[config.mk]
export PLATFORM = sky130hd
export DESIGN_NAME = ktbl_ctrl
export DESIGN_NICKNAME = d
export VERILOG_FILES = /design/src/rtl/ktbl_pkg.sv /design/src/rtl/ktbl_ctrl.sv
export VERILOG_INCLUDE_DIRS = /design/src /design/src/rtl
export SDC_FILE = /design/constraint.sdc
export NUM_CORES = 1
export LEC_CHECK = 0
export BUFFER_PORTS_ARGS = -buffer_cell sky130_fd_sc_hd__buf_4
export CAP_MARGIN = 15
export CORE_AREA = 2 2 39 41
export CTS_BUF_LIST = sky130_fd_sc_hd__clkbuf_16
export CTS_CLUSTER_SIZE = 8
export DETAILED_ROUTE_END_ITERATION = 8
export DIE_AREA = 0 0 41 43
export SYNTH_ARGS = -nofsm -noshare
export SYNTH_HDL_FRONTEND = slang
export SYNTH_SLANG_ARGS = --single-unit
[constraint.sdc]
create_clock -name clock -period 1.19 [get_ports clock]
set_input_delay 0.1785 -clock clock [delete_from_list [all_inputs] [get_ports clock]]
set_output_delay 0.1785 -clock clock [all_outputs]
set_load 0.01 [all_outputs]
[src/rtl/keyed_token_bucket_limiter_core_assert.svh]
// Assertion helpers shared by the limiter RTL.
`ifndef KEYED_TOKEN_BUCKET_LIMITER_CORE_ASSERT_SVH
`define KEYED_TOKEN_BUCKET_LIMITER_CORE_ASSERT_SVH

// Same-cycle implication.
`define KTBL_ASSERT_NOW(label, clk, rst, ante, cons) \
   label: assert property (@(posedge clk) disable iff (rst) (ante) |-> (cons)) \
      else $error("ktbl assertion failed");

// Next-cycle implication.
`define KTBL_ASSERT_NEXT(label, clk, rst, ante, cons) \
   label: assert property (@(posedge clk) disable iff (rst) (ante) |=> (cons)) \
      else $error("ktbl assertion failed");

`endif

[src/rtl/ktbl_pkg.sv]
package ktbl_pkg;

   localparam int OP_W     = 2;
   localparam int ACT_W    = 6;
   localparam int WORD_W   = 32;
   localparam int STATUS_W = 3;

   typedef logic [WORD_W-1:0] word_type;
   typedef logic [2*WORD_W-1:0] dword_type;

   typedef enum logic [OP_W-1:0] {
      OP_CONSUME   = 2'd0,
      OP_CLEAR_ONE = 2'd1,
      OP_CLEAR_ALL = 2'd2,
      OP_RESERVED  = 2'd3
   } op_type;

   typedef enum logic [STATUS_W-1:0] {
      ST_OK           = 3'd0,
      ST_NO_AUTH      = 3'd1,
      ST_BAD_ACTION   = 3'd2,
      ST_BAD_SETTINGS = 3'd3,
      ST_LIMITED      = 3'd4
   } status_type;

   typedef enum logic [2:0] {
      S_IDLE,
      S_EVAL,
      S_MUL,
      S_SUM,
      S_FIN
   } state_type;

   typedef struct packed {
      logic load_req;
      logic calc_elapsed;
      logic calc_product;
      logic calc_sum;
      logic finish;
   } cmd_type;

   typedef struct packed {
      logic refill_path;
      logic rsp_free;
   } sts_type;

endpackage

[src/rtl/ktbl_ctrl.sv]
`include "keyed_token_bucket_limiter_core_assert.svh"

module ktbl_ctrl (
   input  logic              clock,
   input  logic              reset,
   input  logic              req_valid,
   output logic              req_ready,
   input  ktbl_pkg::sts_type sts,
   output ktbl_pkg::cmd_type cmd
);
   import ktbl_pkg::*;

   state_type state_ff;
   state_type state_in;

   always_ff @(posedge clock) begin
      if (reset) begin
         state_ff <= S_IDLE;
      end else begin
         state_ff <= state_in;
      end
   end

   always_comb begin
      state_in = state_ff;
      case (state_ff)
         S_IDLE: begin
            if (req_valid) state_in = S_EVAL;
         end
         S_EVAL: begin
            state_in = sts.refill_path ? S_MUL : S_FIN;
         end
         S_MUL: begin
            state_in = S_SUM;
         end
         S_SUM: begin
            state_in = S_FIN;
         end
         S_FIN: begin
            if (sts.rsp_free) state_in = S_IDLE;
         end
         default: begin
            state_in = S_IDLE;
         end
      endcase
   end

   always_comb begin
      req_ready        = 1'b0;
      cmd              = '0;
      case (state_ff)
         S_IDLE: begin
            req_ready    = 1'b1;
            cmd.load_req = req_valid;
         end
         S_EVAL: begin
            cmd.calc_elapsed = 1'b1;
         end
         S_MUL: begin
            cmd.calc_product = 1'b1;
         end
         S_SUM: begin
            cmd.calc_sum = 1'b1;
         end
         S_FIN: begin
            cmd.finish = sts.rsp_free;
         end
         default: begin
            req_ready = 1'b0;
         end
      endcase
   end

   `KTBL_ASSERT_NEXT(a_accept_to_eval, clock, reset,
                     state_ff == S_IDLE && req_valid, state_ff == S_EVAL)
   `KTBL_ASSERT_NEXT(a_mul_to_sum, clock, reset, state_ff == S_MUL, state_ff == S_SUM)
   `KTBL_ASSERT_NEXT(a_fin_holds, clock, reset,
                     state_ff == S_FIN && !sts.rsp_free, state_ff == S_FIN)

endmodule

Word level (Yosys, flattened, before mapping) --
Cells that the tools add are included.
Word-level totals: flip-flop bits (word level) 3, bits in latches 0, bits in writable memories 0, ROM bits 0, input bits 5, output and inout bits 6, logic and storage cells 19, memories 0
Cells by class: add/subtract/negate cells 0, multipliers 0, divide/modulo/power cells 0, magnitude comparators 0, equal/unequal tests 6, shifts and indexed selects 0, mux-type cells 10, bitwise operators 0, reductions and logical operators 2
Operators by type and width (count):
- $pmux 3 s5 | 1
- $mux 3 | 3
- $eq 3x2->1 const B | 2
- $mux 1 | 6
- $ne 2x2->1 const B | 2
- $eq 3x1->1 const B | 1
- $eq 3x3->1 const B | 1
- $logic_not 3->1 | 1
- $reduce_and 2->1 | 1

Logic depth before layout (Yosys ltp) --
Gate-level depths: netlist (run 1).
word-level depth 3, gate-level depth with buffers 4, gate-level depth less buffers 3

Least setup slack after synthesis (run 1) --
No wires, ideal clock.
kind reg2out, start register state_ff[1], end output port cmd[4] in the netlist's numbering, arrival time 872 ps, data required time 1012 ps, slack 140 ps, cell stages (with the launch flop) 4, buffers on the path 1, cells stage by stage dfxtp_1 -> buf_6 -> nor3_2 -> and2_1
RTL lines:
- start: declaration | RTL line ktbl_ctrl.sv:13 | state_type state_ff;
- start signal: assignment | RTL line ktbl_ctrl.sv:20 | state_ff <= state_in;
- end: declaration | RTL line ktbl_ctrl.sv:9 | output ktbl_pkg::cmd_type cmd

==> metrics.md, run 1 <==
| Metric | Value |
|---|---|
| Status | finished, violations left |
| Failing checks | negative setup slack |
| Critical-path cell list | nor3_4 > and2_4 > buf_6 |
| WP depth | 3 |
| Clock sinks | 3 |
| Crit-path leading delay family | flip-flops |
| Area contributors post-synth | dfxtp_1, nor4b_2, a211oi_2 |
| Critical Path RT | 1.01 ns |
| Num CTS Buffers | 3 |
| Drt wl/cell | 9.00 um |
| Worst vdd ir | 0.770 mV |
| Fin util | 28.3% |
| Largest registers | state_ff x3 |
| Worst R2R Start | state_ff[1] |
| Crit path buf inv count | 1 |
| Period utilisation layout | 102% |
| Mean post-synth cell area | 8.60 sq um |
| Most flop-heavy register | state_ff |
| Share of the synthesized area in the top cell type | 30.4% |
| Leakage | 0.176 nW |
| Cell count of the worst reg-to-reg path | 4 |
| Core ar. | 0.00138 sq mm |
| Post-synthesis mux area share | 0% |
| Detailed Place HPWL | 319 um |
| Worst min-delay path class | in -> reg |
| Clock Skew | 0.00204 ns |
| DR DRC count | 0 |
| Pwr Density | 1870 mW/mm^2 |
| Share of layout cells above drive strength 1 | 63.9% |
| Crit-path max FO | 8 |
| Synth Area in Simple Gates | 46.2% |
| Total grt overflow | 0 |
| Initial antenna violation count | 0 |
| Final setup viols | 1 |
| Unrepaired setup endpoints after global routing | true |
| Detailed router's first-iteration violation count | 3 |
| Starting Density | 14.3% |
| Worst R2R End | state_ff[2] |
| Crit path launch | state_ff[1] |
| Worst-path clk slew | 0.03 ns |
| Tot Pwr | 733 uW |
| Nets | 42 |
| Synth Warn # | 0 |
| Synth Flop Type | dfxtp_1 |
| H-tree depth | 1 |
| Post-synth EDFFs | 0 |
| Fin worst setup slack | -0.0191 ns |
| I/O pin cnt | 11 |
| Cell taking the most area after synthesis | dfxtp_1 |
| Hold Fails Final Rpt | 0 |
| Crit path DAT | 1.03 ns |
| Via density | 4.02 |
| Syn Inst Count | 23 |
| Skew-Pair Late Insertion Delay | 0.23 ns |
| First-pass GRT wire length | 703 um |
| Max stage delay on crit path | 0.36 ns |
| Root buffer cell | clkbuf_16 |
| CP startpoint kind | flip-flop |
| Vias in the first global route | 173 |
| Vias | 209 |
| Clock buffer depth | 2 |
| Max_cap viols | 0 |
| Cell Rows | 14 |
| Die height | 43 um |
| Hold Slack | 0.125 ns |
| Post-synthesis cell type count | 18 |
| Worst Tran Pin Value | 0.213 ns |
| Critical path's slowest cell | dfxtp_4 |
| GP Congestion | 0.718 |
| #FFs+latches synth | 3 |
| Number of flip-flops in the largest register | 3 |
| Reg-to-reg slack, setup | 0.21 ns |
| FMAX | 827 MHz |
| Critical path capture point type | output pin |
| Final-report max-slew violation count | 0 |
| CTS tree | yes |
| Post-Synthesis Net Count | 28 |
| Synth Area in XOR/XNOR | 0% |
| WS Path Type | reg -> out |
| Main combinational cell family by area after synthesis | simple AND/OR/NAND/NOR gates |
| List of most frequent post-synthesis cells | dfxtp_1, nor2_1, nand2b_1 |
| FFs w/ async S/R, synth | 0% |
| Seq/Total Area, Yosys | 30.4% |
| Slew HR | 85.6% |
| Complex-gate fraction of the synthesized area | 9.49% |
| Largest net degree at the start of global routing | 10 |
| Post-route ant nets | 0 |
| GRT Total Usage | 6.84% |
| Die Width | 41 um |
| Layout area overhead | 98.1% |
| Minimum clock period | 1.21 ns |
| Diode count | 0 |
| Die area | 0.00176 sq mm |
| Port Buf Inserts | 10 |
| CTS hold repair buffers | 0 |
| Post-Syn Area | 198 sq um |
| Drt first pass iters | 4 |
| Adder-cell share of the synthesized area | 0% |
| WL final | 468 um |
| Crit path to | cmd[4] |
logic make-up after synthesis:
family                 Yosys count
AO/OA/AOI/OAI                    2
buffers and inverters            4
AND/OR/NAND/NOR                 14
flip-flops                       3
what timing repair did:
| action | 4_1_cts | 5_1_grt |
|---|---|---|
| setup endpoints to repair | 5 | 4 |
| buffers inserted | 0 | 2 |
| resized for setup | 5 | 5 |
| cloned | 0 | 0 |
| pin swaps | 2 | 2 |
how the worst min path moves through the flow:
stage                  endpoint  cells after the start   from  slack, ns
floorplan           state_ff[1]                      1  reset       0.24
global placement    state_ff[1]                      2  reset       0.37
detailed placement  state_ff[1]                      2  reset       0.36
CTS                 state_ff[1]                      2  reset       0.12
global route        state_ff[1]                      2  reset       0.13
finish              state_ff[1]                      2  reset       0.12
layout by cell type (no fill, tap or decap):
| cell | n |
|---|---|
| buf_4 | 11 |
| nor2_1 | 3 |
| clkbuf_16 | 3 |
| dfxtp_4 | 3 |
| inv_1 | 2 |
| nand2b_1 | 2 |
| and3_1 | 1 |
| nor3b_2 | 1 |
| nor3_4 | 1 |
| nand2_1 | 1 |
| nor3_1 | 1 |
| and2_4 | 1 |
| nor4b_2 | 1 |
| a31oi_1 | 1 |
| nor4_1 | 1 |
| nand3b_1 | 1 |
| a211oi_2 | 1 |
| buf_6 | 1 |
layout make-up:
cell class | count | area, sq um
Multi-Input combinational cell | 16 | 124
Inverter | 1 | 3.75
Tap cell | 16 | 20.0
Sequential cell | 3 | 71.3
Timing Repair Buffer | 12 | 93.8
Clock buffer | 3 | 75.1
Fill cell | 144 | 992
Clock inverter | 1 | 3.75
where the power goes:
part	switching (mW)	internal [mW]	total, mW
Clock	0.0956	0.434	0.529
Combinational	0.0306	0.0526	0.0833
Sequential	0.0149	0.106	0.121
Total	0.141	0.592	0.733
worst reg2reg max path, delay by kind of cell (launching register included):
family                 cells  cell delay, ns
DFF                        1            0.36
AOI/OAI and AO/OA          1            0.06
and+or+nand+nor            2            0.34
buffers and inverters      1            0.14
metrics by stage:
stage               instances  setup TNS (ns)  cell area (sq um)  setup slack (ns)
CTS                        50         -0.0295                360           -0.0295
finish                     52         -0.0191                392           -0.0191
detailed placement         46               0                269             0.151
global placement           46               0                269             0.147
global route               52         -0.0953                392           -0.0653
floorplan                  23               0                198             0.140
routing by layer:
layer	GRT usage, %	wire (um)
met1	6.80	188
met2	8.13	234
met3	6.28	28
met4	6.00	16
met5	0	0
Note: power is estimated with default switching activity, not from simulation.
==> run 2: changes to the inputs <==
--- a/config.mk
+++ b/config.mk
@@ -13,6 +13,7 @@
 export CTS_CLUSTER_SIZE = 8
 export DETAILED_ROUTE_END_ITERATION = 8
 export DIE_AREA = 0 0 41 43
+export HOLD_SLACK_MARGIN = 0.15
 export SYNTH_ARGS = -nofsm -noshare
 export SYNTH_HDL_FRONTEND = slang
 export SYNTH_SLANG_ARGS = --single-unit
==> run 2 against run 1 <==
Against the previous run:
- the run still ends with negative setup slack left
- sequential power about the same
- clock skew decreased by 0.0014 ns
- clock power increased by 1%
- non-clock buffer count increased by 1
- setup slack improved by 0.0028 ns
- wire length increased by 3.6%
- utilization increased by 0.54 points
- largest cell class unchanged
==> metrics.md, run 2 (synthesis results as in run 1) <==
| Metric | Value |
|---|---|
| Status | finished, violations left |
| Failing checks | negative setup slack |
| Worst-path clk slew | 0.03 ns (about the same) |
| WS Path Type | reg -> out |
| Detailed Place HPWL | 319 um (unchanged) |
| Die height | 43 um (unchanged) |
| Largest net degree at the start of global routing | 10 (unchanged) |
| Drt wl/cell | 9.15 um (+1.7%) |
| Share of layout cells above drive strength 1 | 62.2% (-1.7 points) |
| Met2 usage | 8.44% (+0.31 points) |
| Skew-Pair Late Insertion Delay | 0.23 ns (about the same) |
| Logic pwr share | 11.5% (about the same) |
| Clock buffer depth | 2 (unchanged) |
| First-pass GRT wire length | 717 um (+2.0%) |
| Worst Tran Pin Value | 0.218 ns (+0.00445 ns) |
| Port Buf Inserts | 10 (unchanged) |
| Period utilisation layout | 101% (-0.24 points) |
| Root buffer cell | clkbuf_16 |
| Largest registers | state_ff x3 |
| I/O pin cnt | 11 (unchanged) |
| Critical Path RT | 1.01 ns (about the same) |
| Unrepaired setup endpoints after global routing | true |
| GP Congestion | 0.718 (unchanged) |
| Die area | 0.00176 sq mm (unchanged) |
| Met3 global-route usage | 6.28% (unchanged) |
| Fin worst setup slack | -0.0163 ns (+0.00282 ns) |
| Drt first pass iters | 3 (-1) |
| Layout area overhead | 102% |
| Via density | 3.92 (-2.4%) |
| Crit-path max FO | 6 (-2) |
| Filler cell count | 146 (+1.4%) |
| Final setup viols | 1 (unchanged) |
| Worst min-delay path class | in -> reg |
| H-tree depth | 1 (unchanged) |
| Top Usage Layer GRT | met2 |
| Leakage | 0.180 nW (+1.9%) |
| Core ar. | 0.00138 sq mm (unchanged) |
| Clock sinks | 3 (unchanged) |
| Internal Pwr Total | 594 uW (+0.30%) |
| Hold Fails Final Rpt | 0 (unchanged) |
| Starting Density | 14.3% (unchanged) |
| Cell Rows | 14 (unchanged) |
| Diode count | 0 (unchanged) |
| Minimum clock period | 1.21 ns (-0.00282 ns) |
| Pwr Density | 1860 mW/mm^2 (-0.71%) |
| WL final | 485 um (+3.6%) |
| DR DRC count | 0 (unchanged) |
| Post-route ant nets | 0 (unchanged) |
| Num CTS Buffers | 3 (unchanged) |
| Most flop-heavy register | state_ff |
| Met1 Use GR | 6.73% (-0.065 points) |
| Vias in the first global route | 180 (+4.0%) |
| CP startpoint kind | flip-flop |
| Initial antenna violation count | 0 (unchanged) |
| GRT Total Usage | 6.92% (+0.080 points) |
| Worst vdd ir | 0.753 mV (-2.2%) |
| Sw Ratio | 20.0% (+0.72 points) |
| Post-placement cell area | 269 sq um (unchanged) |
| Hold Slack | 0.232 ns (+0.107 ns) |
| Detailed router's first-iteration violation count | 1 (-2) |
| Vias | 208 (-0.48%) |
| Max_cap viols | 0 (unchanged) |
| Nets | 43 (+2.4%) |
| Commonest non-fill, non-tap cells in the layout | buf_4, nor2_1, clkbuf_16, dfxtp_4 |
| Total grt overflow | 0 (unchanged) |
| Critical path capture point type | output pin |
| Crit path DAT | 1.03 ns (about the same) |
| Clock share of power | 72.3% (about the same) |
| Reg power frac | 16.2% (-0.2 points) |
| Die Width | 41 um (unchanged) |
| Slew HR | 85.4% (-0.30 points) |
| Number of flip-flops in the largest register | 3 (unchanged) |
| Final-report max-slew violation count | 0 (unchanged) |
| Post-layout instance area | 399 sq um (+1.9%) |
| Commonest non-fill, non-tap cell in the layout | buf_4 |
| FMAX | 829 MHz (+0.23%) |
| Clock Skew | 0.000601 ns (-0.00143 ns) |
| NetSw | 148 uW (+5.0%) |
| CTS tree | yes |
## run 2: changes by cell type in the layout (fill, tap and decap cells not counted), sizes merged
cell / previous run / this run
buf: 12 / 11
dlygate4sd3: 0 / 1
clkbuf: 3 / 4
## run 2: power groups by stage
stage / Combinational [mW] / Clock (mW) / Sequential (mW)
floorplan: 0.0504 / 0 / 0.110
global placement: 0.0684 / 0 / 0.122
detailed placement: 0.0674 / 0 / 0.123
CTS: 0.0735 / 0.536 / 0.123
global route: 0.0922 / 0.550 / 0.122
finish: 0.0854 / 0.536 / 0.120
## run 2: through the flow
| stage | setup slack (ns) | utilization, % | instances | TNS, ns | total power, mW |
|---|---|---|---|---|---|
| floorplan | 0.140 | - | 23 | 0 | 0.161 |
| global placement | 0.147 | 19.4 | 46 | 0 | 0.191 |
| detailed placement | 0.151 | 19.4 | 46 | 0 | 0.190 |
| CTS | -0.0295 | 26.8 | 51 | -0.0295 | 0.733 |
| global route | -0.0619 | 28.8 | 53 | -0.0821 | 0.765 |
| finish | -0.0163 | 28.8 | 53 | -0.0163 | 0.742 |
## run 2: critical path: stages (launching register included)
cell and delay [ns]:
dfxtp_4 0.36, nor3_4 0.19, and2_4 0.16, buf_6 0.09
## run 2: final timing paths
check | start | endpoint | slack, ns | depth (start not counted)
worst max-delay path | state_ff[1] | cmd[4] | -0.02 | 3
worst min-delay path | req_valid | state_ff[0] | 0.23 | 3
worst min register to register | state_ff[0] | state_ff[0] | 0.50 | 1
worst max register to register | state_ff[1] | state_ff[2] | 0.21 | 4
## run 2: repair_timing
item / CTS / global route
gates cloned: 0 / 0
gates resized for setup: 5 / 5
endpoints found under the hold margin: 3 / 0
setup endpoints to repair: 5 / 4
hold buffers: 1 / 0
pin swaps: 2 / 2
setup buffers: 0 / 2
## run 2: metal layers
metal | part of all wire, % | wire length (um)
met1 | 39 | 188
met2 | 50 | 243
met3 | 6.4 | 31
met4 | 4.3 | 21
met5 | 0 | 0
## run 2: final cells by class
type | count | area [sq um] | share of cell area (%)
inverter | 1 | 3.75 | 0.940
clock buffer | 3 | 75.1 | 18.8
sequential | 3 | 71.3 | 17.9
timing repair buffer | 13 | 101 | 25.4
clock inverter | 1 | 3.75 | 0.940
tap | 16 | 20.0 | 5.02
multi-input combinational | 16 | 124 | 31.0
==> run 3: changes to the inputs <==
--- a/config.mk
+++ b/config.mk
@@ -14,6 +14,7 @@
 export DETAILED_ROUTE_END_ITERATION = 8
 export DIE_AREA = 0 0 41 43
 export HOLD_SLACK_MARGIN = 0.15
+export REMOVE_ABC_BUFFERS = 1
 export SYNTH_ARGS = -nofsm -noshare
 export SYNTH_HDL_FRONTEND = slang
 export SYNTH_SLANG_ARGS = --single-unit
==> run 3 against run 2 <==
Against the previous run:
- the run now ends clean
- via count fell by 6.3%
- clock skew fell by 0.00055 ns
- setup slack improved by 0.025 ns
- critical path depth did not move
- utilization fell by 0.81 points
- critical endpoint unchanged
- largest cell class unchanged
==> metrics.md, run 3 (synthesis results as in run 1) <==
| Metric | Value |
|---|---|
| Status | complete, no violations |
| Nets | 42 (-2.3%) |
| Largest net degree at the start of global routing | 10 (unchanged) |
| Vias | 195 (-6.3%) |
| Worst Tran Pin Value | 0.214 ns (-0.00410 ns) |
| CP startpoint kind | flip-flop |
| Layout area overhead | 96.2% |
| Initial antenna violation count | 0 (unchanged) |
| Crit path DAT | 1.00 ns (-0.03 ns) |
| Num CTS Buffers | 3 (unchanged) |
| Vias in the first global route | 183 (+1.7%) |
| Worst vdd ir | 0.585 mV (-22%) |
| First-pass GRT wire length | 710 um (-0.98%) |
| Max stage delay on crit path | 0.35 ns (about the same) |
| GRT Total Usage | 6.81% (-0.11 points) |
| Total grt overflow | 0 (unchanged) |
| Crit-path max FO | 6 (unchanged) |
| Core ar. | 0.00138 sq mm (unchanged) |
| WS Path Type | reg -> out |
| Slew HR | 85.8% (+0.41 points) |
| Critical-path cell list | nor3_4 > and2_1 > buf_4 |
| DR DRC count | 0 (unchanged) |
| Die height | 43 um (unchanged) |
| Leakage | 0.171 nW (-5.0%) |
| Via density | 3.75 (-4.4%) |
| Hold depth | 3 (unchanged) |
| Max_cap viols | 0 (unchanged) |
| WL final | 457 um (-5.8%) |
| Minimum clock period | 1.18 ns (-0.0254 ns) |
| Post-layout instance area | 388 sq um (-2.8%) |
| Dpl ws | 0.137 ns (-0.0139 ns) |
| Reg-to-reg slack, setup | 0.29 ns (+0.08 ns) |
| Detailed Place HPWL | 327 um (+2.6%) |
| Met3 global-route usage | 4.71% (-1.6 points) |
| Port Buf Inserts | 10 (unchanged) |
| Clock sinks | 3 (unchanged) |
| I/O pin cnt | 11 (unchanged) |
| WHS Endpoint | state_ff[0] |
| Most flop-heavy register | state_ff |
| Unrepaired setup endpoints after global routing | true |
| Largest registers | state_ff x3 |
| Skew-Pair Late Insertion Delay | 0.22 ns (about the same) |
| Drt first pass iters | 2 (-1) |
| Drt wl/cell | 8.79 um (-4.0%) |
| Met1 Use GR | 7.35% (+0.62 points) |
| Worst-path clk slew | 0.03 ns (about the same) |
| Die Width | 41 um (unchanged) |
| Post-route ant nets | 0 (unchanged) |
| Hold Fails Final Rpt | 0 (unchanged) |
| Critical Path RT | 1.01 ns (about the same) |
| Commonest non-fill, non-tap cell in the layout | buf_4 |
| Root buffer cell | clkbuf_16 |
| Starting Density | 14.3% (unchanged) |
| Top Usage Layer GRT | met4 |
| Final-report max-slew violation count | 0 (unchanged) |
| CTS tree | yes |
| Clock buffer depth | 2 (unchanged) |
| Final setup viols | 0 (-1) |
| Worst R2R Start | state_ff[1] |
| Fin worst setup slack | 0.00907 ns (+0.0254 ns) |
| Post-placement cell area | 269 sq um (unchanged) |
| Critical path capture point type | output pin |
| Detailed router's first-iteration violation count | 3 (+2) |
| Die area | 0.00176 sq mm (unchanged) |
| Pwr Density | 1870 mW/mm^2 (+0.60%) |
| Worst min-delay path class | in -> reg |
| FMAX | 847 MHz (+2.1%) |
| Worst Hold Launch | req_valid |
| GP Congestion | 0.535 (-25%) |
| Commonest non-fill, non-tap cells in the layout | buf_4, nor2_1, clkbuf_16 |
| Met2 usage | 7.50% (-0.94 points) |
| Share of layout cells above drive strength 1 | 58.3% (-3.8 points) |
| Critical path's slowest cell | dfxtp_4 |
| H-tree depth | 1 (unchanged) |
| Number of flip-flops in the largest register | 3 (unchanged) |
| Cell Rows | 14 (unchanged) |
| Cell count of the worst reg-to-reg path | 3 (-1) |
| Worst R2R End | state_ff[2] |
| Period utilisation layout | 99.2% (-2.1 points) |
| Diode count | 0 (unchanged) |
| Clock Skew | 0.0000537 ns (-0.000548 ns) |
-- run 3: changes by cell type in the layout (fill, tap and decap cells not counted), sizes merged --
cell,change
clkbuf,-1
-- run 3: what timing repair did --
item,in CTS,in global routing
hold endpoints to repair,3,0
gates resized for setup,4,3
pin swaps,2,1
setup endpoints to repair,5,3
setup buffers,1,0
hold buffers,1,0
-- run 3: routing by layer --
layer / vias to the layer above / share of wire [%]
met1: 86 / 42
met4: 0 / 0
li1: 104 / -
met2: 5 / 51
met3: 0 / 6.8
met5: - / 0
-- run 3: worst max-delay path: cells and delay by family, from the launching register on --
kind          cells  cell delay, ns
flops             1            0.35
simple gates      2            0.32
buf+inv           1            0.11
-- run 3: worst max-delay path by stage --
stage / startpoint / endpoint / slack, ns
floorplan: state_ff[1] / cmd[4] / 0.17
global placement: state_ff[2] / cmd[1] / 0.15
detailed placement: state_ff[2] / cmd[1] / 0.14
CTS: state_ff[2] / cmd[4] / -0.01
global route: state_ff[2] / cmd[4] / -0.04
finish: state_ff[2] / cmd[4] / 0.009
-- run 3: metrics by stage --
stage / power, mW / hold slack, ns / setup TNS (ns) / std cells / util [%]
after floorplan: 0.152 / 0.243 / 0 / 20 / -
after global placement: 0.190 / 0.361 / 0 / 46 / 19.4
after detailed placement: 0.191 / 0.366 / 0 / 46 / 19.4
after CTS: 0.727 / 0.244 / -0.0116 / 52 / 26.9
after global routing: 0.748 / 0.245 / -0.0512 / 52 / 28.0
final: 0.725 / 0.241 / 0 / 52 / 28.0
-- run 3: layout make-up --
type | instances | area [sq um]
inverters | 1 | 3.75
flip-flops and latches | 3 | 68.8
well taps | 16 | 20.0
repair buffers | 12 | 92.6
fillers | 150 | 996
clock inverters | 1 | 3.75
clock buffers | 3 | 75.1
multi-input cells | 16 | 124
-- run 3: report_power, final --
part,total [mW],internal (mW),switching (mW)
logic,0.0779,0.0491,0.0288
clock network,0.524,0.433,0.0912
registers,0.123,0.107,0.0159
total,0.725,0.589,0.136
